`config.mk`:
```
export PLATFORM = sky130hd
export DESIGN_NAME = c_subset_lexer_unit
export DESIGN_NICKNAME = d
export VERILOG_FILES = /design/src/design/csl_pkg.sv /design/src/design/c_subset_lexer_unit.sv /design/src/design/csl_core.sv /design/src/design/csl_out_queue.sv
export SDC_FILE = /design/constraint.sdc
export NUM_CORES = 1
export LEC_CHECK = 0
export BUFFER_PORTS_ARGS = -buffer_cell sky130_fd_sc_hd__clkbuf_2
export CAP_MARGIN = 20
export CORE_MARGIN = 3
export CORE_UTILIZATION = 42
export CTS_BUF_LIST = sky130_fd_sc_hd__clkbuf_4 sky130_fd_sc_hd__clkbuf_8 sky130_fd_sc_hd__clkbuf_16
export DETAILED_ROUTE_END_ITERATION = 12
export PLACE_DENSITY = 0.56
export SYNTH_ARGS = -nofsm -noshare
export SYNTH_HDL_FRONTEND = slang
export SYNTH_SLANG_ARGS = --single-unit
```
`constraint.sdc`:
```
create_clock -name clk -period 6.55 [get_ports clk]
set_input_delay 0.655 -clock clk [delete_from_list [all_inputs] [get_ports clk]]
set_output_delay 0.655 -clock clk [all_outputs]
set_load 0.01 [all_outputs]
```
`src/design/csl_pkg.sv`:
```
// Types and constants shared by the lexer modules.
`timescale 1ns / 1ps
`default_nettype none

package csl_pkg;

  localparam int TOK_START_W = 16;
  localparam int TOK_LEN_W   = 7;
  localparam int LIT_VALUE_W = 31;
  localparam logic [LIT_VALUE_W-1:0] LIT_MAX = 31'h7FFF_FFFF;

  // Result queue depth: one word waiting plus the three tokens one byte can give.
  localparam int QDEPTH   = 4;
  localparam int QPTR_W   = 2;
  localparam int QCNT_W   = 3;
  localparam int MAX_TOKS = 3;

  typedef enum logic [3:0] {
    KIND_END     = 4'd0,
    KIND_INT     = 4'd1,
    KIND_RETURN  = 4'd2,
    KIND_IDENT   = 4'd3,
    KIND_LIT     = 4'd4,
    KIND_LPAREN  = 4'd5,
    KIND_RPAREN  = 4'd6,
    KIND_LBRACE  = 4'd7,
    KIND_RBRACE  = 4'd8,
    KIND_SEMI    = 4'd9,
    KIND_UNKNOWN = 4'd10
  } tok_kind_t;

  typedef struct packed {
    tok_kind_t              kind;
    logic [TOK_START_W-1:0] start;
    logic [TOK_LEN_W-1:0]   length;
    logic [LIT_VALUE_W-1:0] value;
  } tok_t;

  // Tokens one byte produces, in output order: flushed pending token,
  // then a punctuator/unknown or the end-of-text flush, then the end token.
  typedef struct packed {
    logic [MAX_TOKS-1:0]       vld;
    tok_t [MAX_TOKS-1:0]       tok;
  } lex_out_t;

  typedef struct packed {
    tok_t tok;
    logic last;
  } res_t;

endpackage

`default_nettype wire

```
`src/design/c_subset_lexer_unit.sv`:
```
// Top level of the C-subset lexer: byte input channel, token result channel.
//
// Usage: source text enters one byte per word on the in_ channel, with
// in_end_of_text high on the final byte of a text. Each accepted byte yields
// zero to three tokens on the out_ channel, one token per word, in source
// order; out_last_of_run marks the final token caused by a byte. Words and
// literals are reported when the byte that ends them arrives, so a token's
// report trails its last character by one byte. The end-of-text byte flushes
// any pending word or literal and adds an end token; positions then restart
// at zero for the next text.
// A byte's tokens enter the result queue when it is accepted and are offered
// once the words ahead of them are taken. Throughput: one byte per cycle while
// each byte causes at most one token and the receiver takes every word; a byte
// with more tokens holds back later bytes while the queue drains. The limit is
// the four-entry result queue, which accepts a byte only while it holds at
// most one token, so in_ready does not depend on out_ready. Reset
// (synchronous, active low) empties the queue and returns the lexer to idle
// with position zero. When the receiver stalls, the offered token holds steady
// and, once one more byte's tokens are queued, in_ready drops.
`timescale 1ns / 1ps
`default_nettype none

module c_subset_lexer_unit import csl_pkg::*; #(
  parameter int POS_WIDTH     = 16,
  parameter int MAX_TOKEN_LEN = 127
) (
  input  wire logic        clk,
  input  wire logic        rst_n,
  input  wire logic        in_valid,
  output logic             in_ready,
  input  wire logic [7:0]  in_ch,
  input  wire logic        in_end_of_text,
  output logic             out_valid,
  input  wire logic        out_ready,
  output logic [3:0]       out_tok_kind,
  output logic [15:0]      out_tok_start,
  output logic [6:0]       out_tok_length,
  output logic [30:0]      out_lit_value,
  output logic             out_last_of_run
);

  logic     take;
  lex_out_t lex_out;
  res_t     out_res;

  // A valid byte is consumed while the queue holds at most one token, so all of its tokens fit.
  assign take = in_valid && in_ready;

  csl_core #(
    .POS_WIDTH     (POS_WIDTH),
    .MAX_TOKEN_LEN (MAX_TOKEN_LEN)
  ) u_core (
    .clk         (clk),
    .rst_n       (rst_n),
    .take        (take),
    .ch          (in_ch),
    .end_of_text (in_end_of_text),
    .lex_out     (lex_out)
  );

  csl_out_queue u_queue (
    .clk       (clk),
    .rst_n     (rst_n),
    .push      (take),
    .lex_out   (lex_out),
    .space_ok  (in_ready),
    .out_valid (out_valid),
    .out_ready (out_ready),
    .out_res   (out_res)
  );

  // Token fields go straight to their ports.
  assign out_tok_kind    = out_res.tok.kind;
  assign out_tok_start   = out_res.tok.start;
  assign out_tok_length  = out_res.tok.length;
  assign out_lit_value   = out_res.tok.value;
  assign out_last_of_run = out_res.last;

endmodule

`default_nettype wire

```
`src/design/csl_core.sv`:
```
// Token state machine: consumes one byte and yields up to three tokens.
`timescale 1ns / 1ps
`default_nettype none

module csl_core import csl_pkg::*; #(
  parameter int POS_WIDTH     = 16,
  parameter int MAX_TOKEN_LEN = 127
) (
  input  wire logic       clk,
  input  wire logic       rst_n,
  input  wire logic       take,
  input  wire logic [7:0] ch,
  input  wire logic       end_of_text,
  output lex_out_t        lex_out
);

  localparam int LenW    = $clog2(MAX_TOKEN_LEN + 1);
  localparam int LenExtW = (LenW > TOK_LEN_W) ? LenW : TOK_LEN_W;
  localparam int PosExtW = (POS_WIDTH > TOK_START_W) ? POS_WIDTH : TOK_START_W;

  localparam logic [7:0] CH_LPAREN = 8'h28;
  localparam logic [7:0] CH_RPAREN = 8'h29;
  localparam logic [7:0] CH_LBRACE = 8'h7B;
  localparam logic [7:0] CH_RBRACE = 8'h7D;
  localparam logic [7:0] CH_SEMI   = 8'h3B;
  localparam logic [7:0] CH_UNDER  = 8'h5F;

  typedef enum logic [2:0] {
    MODE_IDLE = 3'b001,
    MODE_WORD = 3'b010,
    MODE_NUM  = 3'b100
  } mode_t;

  mode_t                  mode_r,  mode_nxt;
  logic [LenW-1:0]        len_r,   len_nxt;
  logic [LIT_VALUE_W-1:0] val_r,   val_nxt;
  logic [POS_WIDTH-1:0]   start_r, start_nxt;
  logic [POS_WIDTH-1:0]   pos_r,   pos_nxt;
  logic [1:0]             hits_r,  hits_nxt;

  mode_t                  mode_g;
  logic [LenW-1:0]        len_g;
  logic [LIT_VALUE_W-1:0] val_g;
  logic [POS_WIDTH-1:0]   start_g;
  logic [1:0]             hits_g;
  logic                   taken;
  logic                   c_space, c_alpha, c_digit, c_under;
  logic                   a_vld, b_vld, c_vld;
  tok_t                   a_tok, b_tok, c_tok, d_tok;

  function automatic logic [7:0] kw_int_char(input logic [1:0] idx);
    logic [7:0] r;
    case (idx)
      2'd0:    r = 8'h69;  // i
      2'd1:    r = 8'h6E;  // n
      default: r = 8'h74;  // t
    endcase
    return r;
  endfunction

  function automatic logic [7:0] kw_ret_char(input logic [2:0] idx);
    logic [7:0] r;
    case (idx)
      3'd0:    r = 8'h72;  // r
      3'd1:    r = 8'h65;  // e
      3'd2:    r = 8'h74;  // t
      3'd3:    r = 8'h75;  // u
      3'd4:    r = 8'h72;  // r
      default: r = 8'h6E;  // n
    endcase
    return r;
  endfunction

  // Drops each keyword candidate whose next letter does not match.
  function automatic logic [1:0] word_hits(input logic [LenW-1:0] len,
                                           input logic [1:0] hits,
                                           input logic [7:0] c);
    logic [1:0] h;
    h = hits;
    if (!(len < LenW'(3) && c == kw_int_char(len[1:0]))) h[0] = 1'b0;
    if (!(len < LenW'(6) && c == kw_ret_char(len[2:0]))) h[1] = 1'b0;
    return h;
  endfunction

  function automatic logic [LenW-1:0] len_inc(input logic [LenW-1:0] len);
    return (len < LenW'(MAX_TOKEN_LEN)) ? LenW'(len + 1'b1) : len;
  endfunction

  // value * 10 + digit, saturating.
  function automatic logic [LIT_VALUE_W-1:0] num_grow(input logic [LIT_VALUE_W-1:0] v,
                                                      input logic [3:0] d);
    logic [LIT_VALUE_W+3:0] t;
    t = ({4'b0, v} << 3) + ({4'b0, v} << 1) + {{LIT_VALUE_W{1'b0}}, d};
    return (t > {4'b0, LIT_MAX}) ? LIT_MAX : t[LIT_VALUE_W-1:0];
  endfunction

  function automatic logic [TOK_START_W-1:0] to_start(input logic [POS_WIDTH-1:0] p);
    logic [PosExtW-1:0] e;
    e = PosExtW'(p);
    return e[TOK_START_W-1:0];
  endfunction

  function automatic logic [TOK_LEN_W-1:0] to_len(input logic [LenW-1:0] l);
    logic [LenExtW-1:0] e;
    e = LenExtW'(l);
    return e[TOK_LEN_W-1:0];
  endfunction

  function automatic tok_t flush_tok(input mode_t m, input logic [LenW-1:0] len,
                                     input logic [LIT_VALUE_W-1:0] v,
                                     input logic [POS_WIDTH-1:0] st,
                                     input logic [1:0] hits);
    tok_t t;
    t.start  = to_start(st);
    t.length = to_len(len);
    t.value  = '0;
    if (m == MODE_NUM) begin
      t.kind  = KIND_LIT;
      t.value = v;
    end else if (hits[0] && len == LenW'(3)) begin
      t.kind = KIND_INT;
    end else if (hits[1] && len == LenW'(6)) begin
      t.kind = KIND_RETURN;
    end else begin
      t.kind = KIND_IDENT;
    end
    return t;
  endfunction

  function automatic tok_kind_t punct_kind(input logic [7:0] c);
    tok_kind_t k;
    case (c)
      CH_LPAREN: k = KIND_LPAREN;
      CH_RPAREN: k = KIND_RPAREN;
      CH_LBRACE: k = KIND_LBRACE;
      CH_RBRACE: k = KIND_RBRACE;
      CH_SEMI:   k = KIND_SEMI;
      default:   k = KIND_UNKNOWN;
    endcase
    return k;
  endfunction

  always_comb begin
    c_space = (ch == 8'h20) || (ch >= 8'h09 && ch <= 8'h0D);
    c_alpha = (ch >= 8'h61 && ch <= 8'h7A) || (ch >= 8'h41 && ch <= 8'h5A);
    c_digit = (ch >= 8'h30 && ch <= 8'h39);
    c_under = (ch == CH_UNDER);

    mode_g  = mode_r;
    len_g   = len_r;
    val_g   = val_r;
    start_g = start_r;
    hits_g  = hits_r;
    taken   = 1'b0;
    a_vld   = 1'b0;
    a_tok   = flush_tok(mode_r, len_r, val_r, start_r, hits_r);

    // Extend the pending token, or flush it.
    unique case (mode_r)
      MODE_WORD: begin
        if (c_alpha || c_digit || c_under) begin
          hits_g = word_hits(len_r, hits_r, ch);
          len_g  = len_inc(len_r);
          taken  = 1'b1;
        end else begin
          a_vld = 1'b1;
        end
      end
      MODE_NUM: begin
        if (c_digit) begin
          val_g = num_grow(val_r, ch[3:0]);
          len_g = len_inc(len_r);
          taken = 1'b1;
        end else begin
          a_vld = 1'b1;
        end
      end
      default: begin
      end
    endcase

    if (a_vld) begin
      mode_g = MODE_IDLE;
      len_g  = '0;
      val_g  = '0;
      hits_g = 2'b11;
    end

    // A non-space byte not absorbed above starts a token or is one.
    b_vld        = 1'b0;
    b_tok.kind   = punct_kind(ch);
    b_tok.start  = to_start(pos_r);
    b_tok.length = TOK_LEN_W'(1);
    b_tok.value  = '0;
    if (!taken && !c_space) begin
      if (c_alpha || c_under) begin
        mode_g  = MODE_WORD;
        start_g = pos_r;
        len_g   = LenW'(1);
        val_g   = '0;
        hits_g  = word_hits('0, 2'b11, ch);
      end else if (c_digit) begin
        mode_g  = MODE_NUM;
        start_g = pos_r;
        len_g   = LenW'(1);
        val_g   = {{(LIT_VALUE_W-4){1'b0}}, ch[3:0]};
      end else begin
        b_vld = 1'b1;
      end
    end

    // End of text flushes whatever is pending and appends the end token.
    c_vld = end_of_text && (mode_g != MODE_IDLE);
    c_tok = flush_tok(mode_g, len_g, val_g, start_g, hits_g);

    d_tok.kind   = KIND_END;
    d_tok.start  = to_start(POS_WIDTH'(pos_r + 1'b1));
    d_tok.length = '0;
    d_tok.value  = '0;

    mode_nxt  = mode_g;
    len_nxt   = len_g;
    val_nxt   = val_g;
    start_nxt = start_g;
    hits_nxt  = hits_g;
    pos_nxt   = POS_WIDTH'(pos_r + 1'b1);
    if (end_of_text) begin
      mode_nxt = MODE_IDLE;
      len_nxt  = '0;
      val_nxt  = '0;
      hits_nxt = 2'b11;
      pos_nxt  = '0;
    end

    lex_out.vld    = {take && end_of_text, take && (b_vld || c_vld), take && a_vld};
    lex_out.tok[0] = a_tok;
    lex_out.tok[1] = b_vld ? b_tok : c_tok;
    lex_out.tok[2] = d_tok;
  end

  always_ff @(posedge clk) begin
    if (!rst_n) begin
      mode_r  <= MODE_IDLE;
      len_r   <= '0;
      val_r   <= '0;
      start_r <= '0;
      pos_r   <= '0;
      hits_r  <= 2'b11;
    end else if (take) begin
      mode_r  <= mode_nxt;
      len_r   <= len_nxt;
      val_r   <= val_nxt;
      start_r <= start_nxt;
      pos_r   <= pos_nxt;
      hits_r  <= hits_nxt;
    end
  end

endmodule

`default_nettype wire

```
`src/design/csl_out_queue.sv`:
```
// Four-entry token queue that packs a byte's tokens and drains one per cycle while out_ready is high.
`timescale 1ns / 1ps
`default_nettype none

module csl_out_queue import csl_pkg::*; (
  input  wire logic     clk,
  input  wire logic     rst_n,
  input  wire logic     push,
  input  wire lex_out_t lex_out,
  output logic          space_ok,
  output logic          out_valid,
  input  wire logic     out_ready,
  output res_t          out_res
);

  res_t              q_r [QDEPTH];
  logic [QPTR_W-1:0] rd_r, rd_nxt;
  logic [QPTR_W-1:0] wr_r, wr_nxt;
  logic [QCNT_W-1:0] cnt_r, cnt_nxt;
  logic [1:0]        n_new;
  logic              pop;
  tok_t              items [MAX_TOKS];

  always_comb begin
    n_new = {1'b0, lex_out.vld[0]} + {1'b0, lex_out.vld[1]} + {1'b0, lex_out.vld[2]};

    items[0] = lex_out.vld[0] ? lex_out.tok[0] :
               (lex_out.vld[1] ? lex_out.tok[1] : lex_out.tok[2]);
    items[1] = (lex_out.vld[0] && lex_out.vld[1]) ? lex_out.tok[1] : lex_out.tok[2];
    items[2] = lex_out.tok[2];

    out_valid = (cnt_r != '0);
    out_res   = q_r[rd_r];
    pop       = out_valid && out_ready;
    // Room for a full run of tokens behind at most one waiting word.
    space_ok  = (cnt_r <= QCNT_W'(1));

    rd_nxt  = QPTR_W'(rd_r + {{(QPTR_W-1){1'b0}}, pop});
    wr_nxt  = push ? QPTR_W'(wr_r + n_new) : wr_r;
    cnt_nxt = QCNT_W'(cnt_r + (push ? {1'b0, n_new} : 3'd0) - {2'b0, pop});
  end

  always_ff @(posedge clk) begin
    if (!rst_n) begin
      rd_r  <= '0;
      wr_r  <= '0;
      cnt_r <= '0;
    end else begin
      rd_r  <= rd_nxt;
      wr_r  <= wr_nxt;
      cnt_r <= cnt_nxt;
    end
  end

  always_ff @(posedge clk) begin
    if (push) begin
      for (int i = 0; i < MAX_TOKS; i++) begin
        if (2'(i) < n_new) begin
          q_r[QPTR_W'(wr_r + QPTR_W'(i))].tok  <= items[i];
          q_r[QPTR_W'(wr_r + QPTR_W'(i))].last <= (2'(i) == 2'(n_new - 2'd1));
        end
      end
    end
  end

endmodule

`default_nettype wire

```
* After elaboration in Yosys (flattened, before gate mapping)
Memories as Yosys holds them, arrays and structs flattened. A register that Yosys moved wholly into a read port is not among the register bits.
Cells that the tools add are included.
Widths: inputs -> output; s select.
** Cells by class
- Add/sub/neg operators :: 13
- Magnitude comparators :: 16
- Eq/ne operators :: 26
- Muxes and demuxes :: 78
- Reduce and logical (&&, ||, !) cells :: 31
** Operators with widths (count)
- $mux 31 :: 10
- $mux 58 :: 4
- $mux 16 :: 4
- $mux 8 :: 8
- $mux 7 :: 8
- $add 34x32->35 :: 1
- $add 35x4->35 :: 1
- $gt 35x31->1 const B :: 1
- $eq 8x6->1 const B :: 4
- $eq 8x8->1 :: 4
- $eq 8x7->1 const B :: 3
- $mux 1 :: 21
- $pmux 4 s5 :: 1
- $pmux 5 s4 :: 1
- $logic_and 1x1->1 :: 18
- $mux 2 :: 9
- $mux 3 :: 6
- $add 16x1->16 const B :: 1
- $ge 8x7->1 const B :: 2
- $le 8x7->1 const B :: 2
- $eq 7x2->1 const B :: 2
- $eq 7x3->1 const B :: 2
- $pmux 7 s2 :: 1
- $pmux 5 s2 :: 1
- 34 further kinds :: 49
** Word-level totals
- Bits in registers :: 82
- RAM bits :: 236
- Output and inout bits :: 61
- Logic and storage cells :: 174
- Memories kept :: 1
** Memories
- u_queue.q_r :: depth 4, bits a word 59, rd ports 1, clocked after Yosys merged registers in 1, wr ports 3, RTL line csl_out_queue.sv:16 : res_t q_r [QDEPTH];

* Longest topological paths before layout
- Depth after elaboration :: 22
- Mapped depth :: 19
- Mapped depth without buffers :: 14

* Hierarchy
Synthesis repeated with hierarchy kept, for this count alone.
** Unflattened totals
- Cell total of the unflattened synthesis :: 2185
- Area, all modules :: 22073.7 um^2
** By module, submodules not included
- csl_out_queue :: instances 1, cells an instance 1200, area each 14350.0 um^2, seq. area each 7226.9 um^2
- csl_core :: instances 1, cells an instance 984, area each 7717.4 um^2, seq. area each 1501.4 um^2
- c_subset_lexer_unit :: instances 1, cells an instance 1, area each 6.3 um^2, seq. area each 0.0 um^2

* Worst setup path before layout
OpenSTA, ideal clock, no wires.
- Path kind :: input port to flip-flop
- Start :: input port in_ch[0]
- End :: memory u_queue.q_r[2][0] (netlist name), enable pin
- Data arrival time :: 4.659 ns
- Required time :: 6.181 ns
- Path slack :: 1.522 ns
- Cell stages on the path :: 16
- Path buffers :: 5
- Path through :: buf_6 or4_4 o211ai_1 o211ai_2 nor2_2 inv_1 buf_2 buf_1 fa_1 clkbuf_1 nor4_2 nand2_1 nand2_1 nor2_1 clkbuf_1 inv_1
** RTL lines
- start, declared :: RTL line c_subset_lexer_unit.sv:31 : input wire logic [7:0] in_ch,
- end, declared :: RTL line csl_out_queue.sv:16

* Worst setup path in the final report
- Start :: input port in_ch[3]
- End :: register u_core.val_r[24]
** On the way
- Cells in the longest elaborated chain, start to end :: 12
- Elaborated cells between the ends (all ways) :: 38
** Ends and longest elaborated chain
- branches (longest 10 deep; another with $add 35x4->35)
- $mux 31 (*) :: RTL line csl_core.sv:195 : if (!taken && !c_space) begin
- $mux 31 (*) :: RTL line csl_core.sv:227 : if (end_of_text) begin
- end signal, assigned :: RTL line csl_core.sv:252 : val_r <= val_nxt;
- end, declared :: RTL line csl_core.sv:36 : logic [LIT_VALUE_W-1:0] val_r, val_nxt;
Mark *: on every way between the ends.
A chain may end at the register's enable or synchronous reset.

==> flow_summary.toml <==
[outcome]
outcome = "finished, final reports clean"

[final_layout]
n_antenna_cell = 0
drive_gt1_share_pct = 16.64
area_delta_synth_final_pct = 11.13
fin_nets = 2094

[drt]
antenna_left = 0
wirelength_um = 61120
drtPass1Iterations = 6
vias_per_cell = 6.177
route.detailed.drc = 0
drt_iter0_drc = 1500
post_drt_wl_per_cell_um = 23.36
vias = 16160

[timing]
fmax_mhz = 201.1
slew_headroom_pct = 26.37
clock_skew_ps = 11.01
tightest_slew_ps = 1093
finalCriticalPeriod_ps = 4972
setup_ws_ps = 1578
tns_ps = 0
rsz0062_at_grt = "no"
post-route-period-util_pct = 75.90
setup_viol = 0
maxSlewViolCount = 0
final_hold_viol_count = 0

[yosys]
synthCells = 1999
synth_top_cell_by_area = "dfxtp_1"
yosysMostFrequentCell = "nand2_1"
synth_edf_count = 68
syn-cell-area_um2 = 18390
synth_ff_type = "dfxtp_1"
ys_seq_elements = 318
yosys_warnings = 0
syn_nets = 2089
syn_avg_cell_area_um2 = 9.198
synth_cell_type_count = 91
synth_top_area_share_pct = 27.22
synth_area_leaders = "dfxtp_1 (27%), edfxtp_1 (11%), mux4_2 (7.2%)"
synth_commonest_cells = "nand2_1 (258), dfxtp_1 (250), o21ai_0 (192), clkbuf_1 (115), nor2_1 (107)"
synthArstFlopShare_pct = 0
yosysSeqAreaShare_pct = 38.33

[place]
gp_congestion = 0.9285
port_buffers = 73
hpwl_um = 42190
dp_slack_ps = 1018

[critical_path]
crit_fanout = 23
slowest_stage = "nand2_1"
critical_path_required_ps = 6990
arrival_ps = 5410
path_cells = "clkbuf_2, inv_1, fa_1, inv_1, ha_1, a211oi_1, o21ai_0, o2111ai_1, nand2_1, a311oi_1, o211ai_2, nor3_2, nand2_1, o221a_2"
start_kind = "input port"
crit_type = "input port to flip-flop"
slowest_delay_ps = 680
end_kind = "flip-flop"

[clock_network]
cts_resized = 0
postCtsHoldBufs = 0
cts_tree = "done"
clk_pin_slew_worst_paths_ps = 60
numClockSinks = 318
cts_htree_levels = 2
clockBufferDepth = 3
cts_buffers = 37
postCtsSetupBuffers = 0
worstSkewPairLatency_ps = 560
cts.root.buffer_cell = "clkbuf_16"

[grt]
grtUsageTotal_pct = 25.74
grt_pass1_wl_um = 94660
grt_overflow = 0
grt_pass1_vias = 15760
grt_max_degree = 59
antenna_found_initial = 0

[pwr]
switching_share_pct = 30.28
vdd_drop_max_mv = 0.2026
p_switching_uw = 1587
pwr-share-clk_pct = 38.3
power_frac_seq_pct = 42.8
p_int_uw = 3654
p_leak_uw = 0.007521
power.density_nw_per_um2 = 256.5
p_comb_share_pct = 18.9

[floorplanning]
core_area_um2 = 43170
initial_core_util_pct = 42.59
rows = 76
io_pins = 74
dieHeight_um = 215.2
dieWidth_um = 215.2
die-area_um2 = 46320

[run]
drv_cap = 0

[worst_hold_path]
min_path_type = "flip-flop to flip-flop"
registers in the layout, indices dropped and copies added (netlist names):
name	count
u_queue.rd_r	2
u_core.val_r	31
u_core.mode_r	3
u_core.pos_r	16
u_core.len_r	7
u_queue.q_r	236
u_core.hits_r	2
u_queue.cnt_r	3
u_core.start_r	16
u_queue.wr_r	2
power by group through the flow:
stage	logic [uW]	registers (uW)	clock network, uW
finish	991	2240	2010
detailed placement	990	2290	0
CTS	993	2250	2050
global placement	985	2290	0
global route	1070	2260	2120
floorplan	735	2170	0
kinds of logic (layout without fill, tap and decap cells):
| family | after synthesis | after routing | synth area share (%) |
|---|---|---|---|
| muxes | 100 | 100 | 9.520 |
| xor gates and xnor gates | 54 | 54 | 2.572 |
| DFF | 318 | 318 | 38.33 |
| AOI/OAI and AO/OA | 650 | 650 | 24.30 |
| and+or+nand+nor | 601 | 601 | 15.45 |
| buffers and inverters | 199 | 231 | 4.423 |
| adders and majority gates | 77 | 77 | 5.403 |
path summary, 6_finish.rpt:
path | startpoint | endpoint | slack [ps] | cells after the start
worst max-delay path | in_ch[3] | u_core.val_r[24]$_SDFFE_PN0P_ | 1580 | 14
worst min-delay path | u_queue.q_r[3][18]$_SDFFE_PP0P_ | u_queue.q_r[3][18]$_SDFFE_PP0P_ | 450 | 2
worst max register to register | u_core.val_r[0]$_SDFFE_PN0P_ | u_core.val_r[24]$_SDFFE_PN0P_ | 1650 | 13
worst min register to register | u_queue.q_r[3][18]$_SDFFE_PP0P_ | u_queue.q_r[3][18]$_SDFFE_PP0P_ | 450 | 2
area by class of cell:
cell class                 instances  area [um2]
multi-input combinational       1482       10560
timing repair buffer             127       790.8
inverter                          38       142.6
clock buffer                      45        1005
sequential                       318        7054
tap                              585       732.0
fill                            4195       22740
clock inverter                    21       152.6
metal layers:
layer | up-vias | global-route usage, % | wire [um]
li1 | 7503 | - | -
met1 | 7867 | 33.58 | 26060
met2 | 661 | 42.78 | 28780
met3 | 129 | 4.638 | 4065
met4 | 0 | 9.606 | 2212
met5 | - | 0 | 0
through the flow:
step,hold WS [ps],total power (uW),cell area (um2),instances,util (%)
6_report,447.9,5241,20430,2616,47.33
5_1_grt,476.0,5450,20430,2616,47.33
4_1_cts,450.0,5287,20430,2616,47.33
3_5_place_dp,436.3,3280,19280,2550,44.65
3_3_place_gp,428.9,3272,19250,2549,44.59
2_1_floorplan,419.8,2909,18390,1999,-
cell usage in the layout (no fill, tap or decap), drive strengths merged, types with 25 or more instances in the layout:
cell type	instances
nand3	59
mux2i	32
o22ai	73
edfxtp	68
nand2	258
buf	54
a22o	25
mux4	59
inv	42
ha	73
dfxtp	250
nor2b	52
o221a	27
clkbuf	118
xnor2	34
a21oi	106
o21ai	206
nor2	109
a22oi	45
worst max-delay path: cells and delay by family:
family / cells / cell delay [ps]
AND/OR/NAND/NOR: 3 / 1210
adder cells (fa/ha/maj): 2 / 940
buffers and inverters: 3 / 510
AO/OA/AOI/OAI: 6 / 2060
Note: power is estimated with default switching activity, not from simulation.
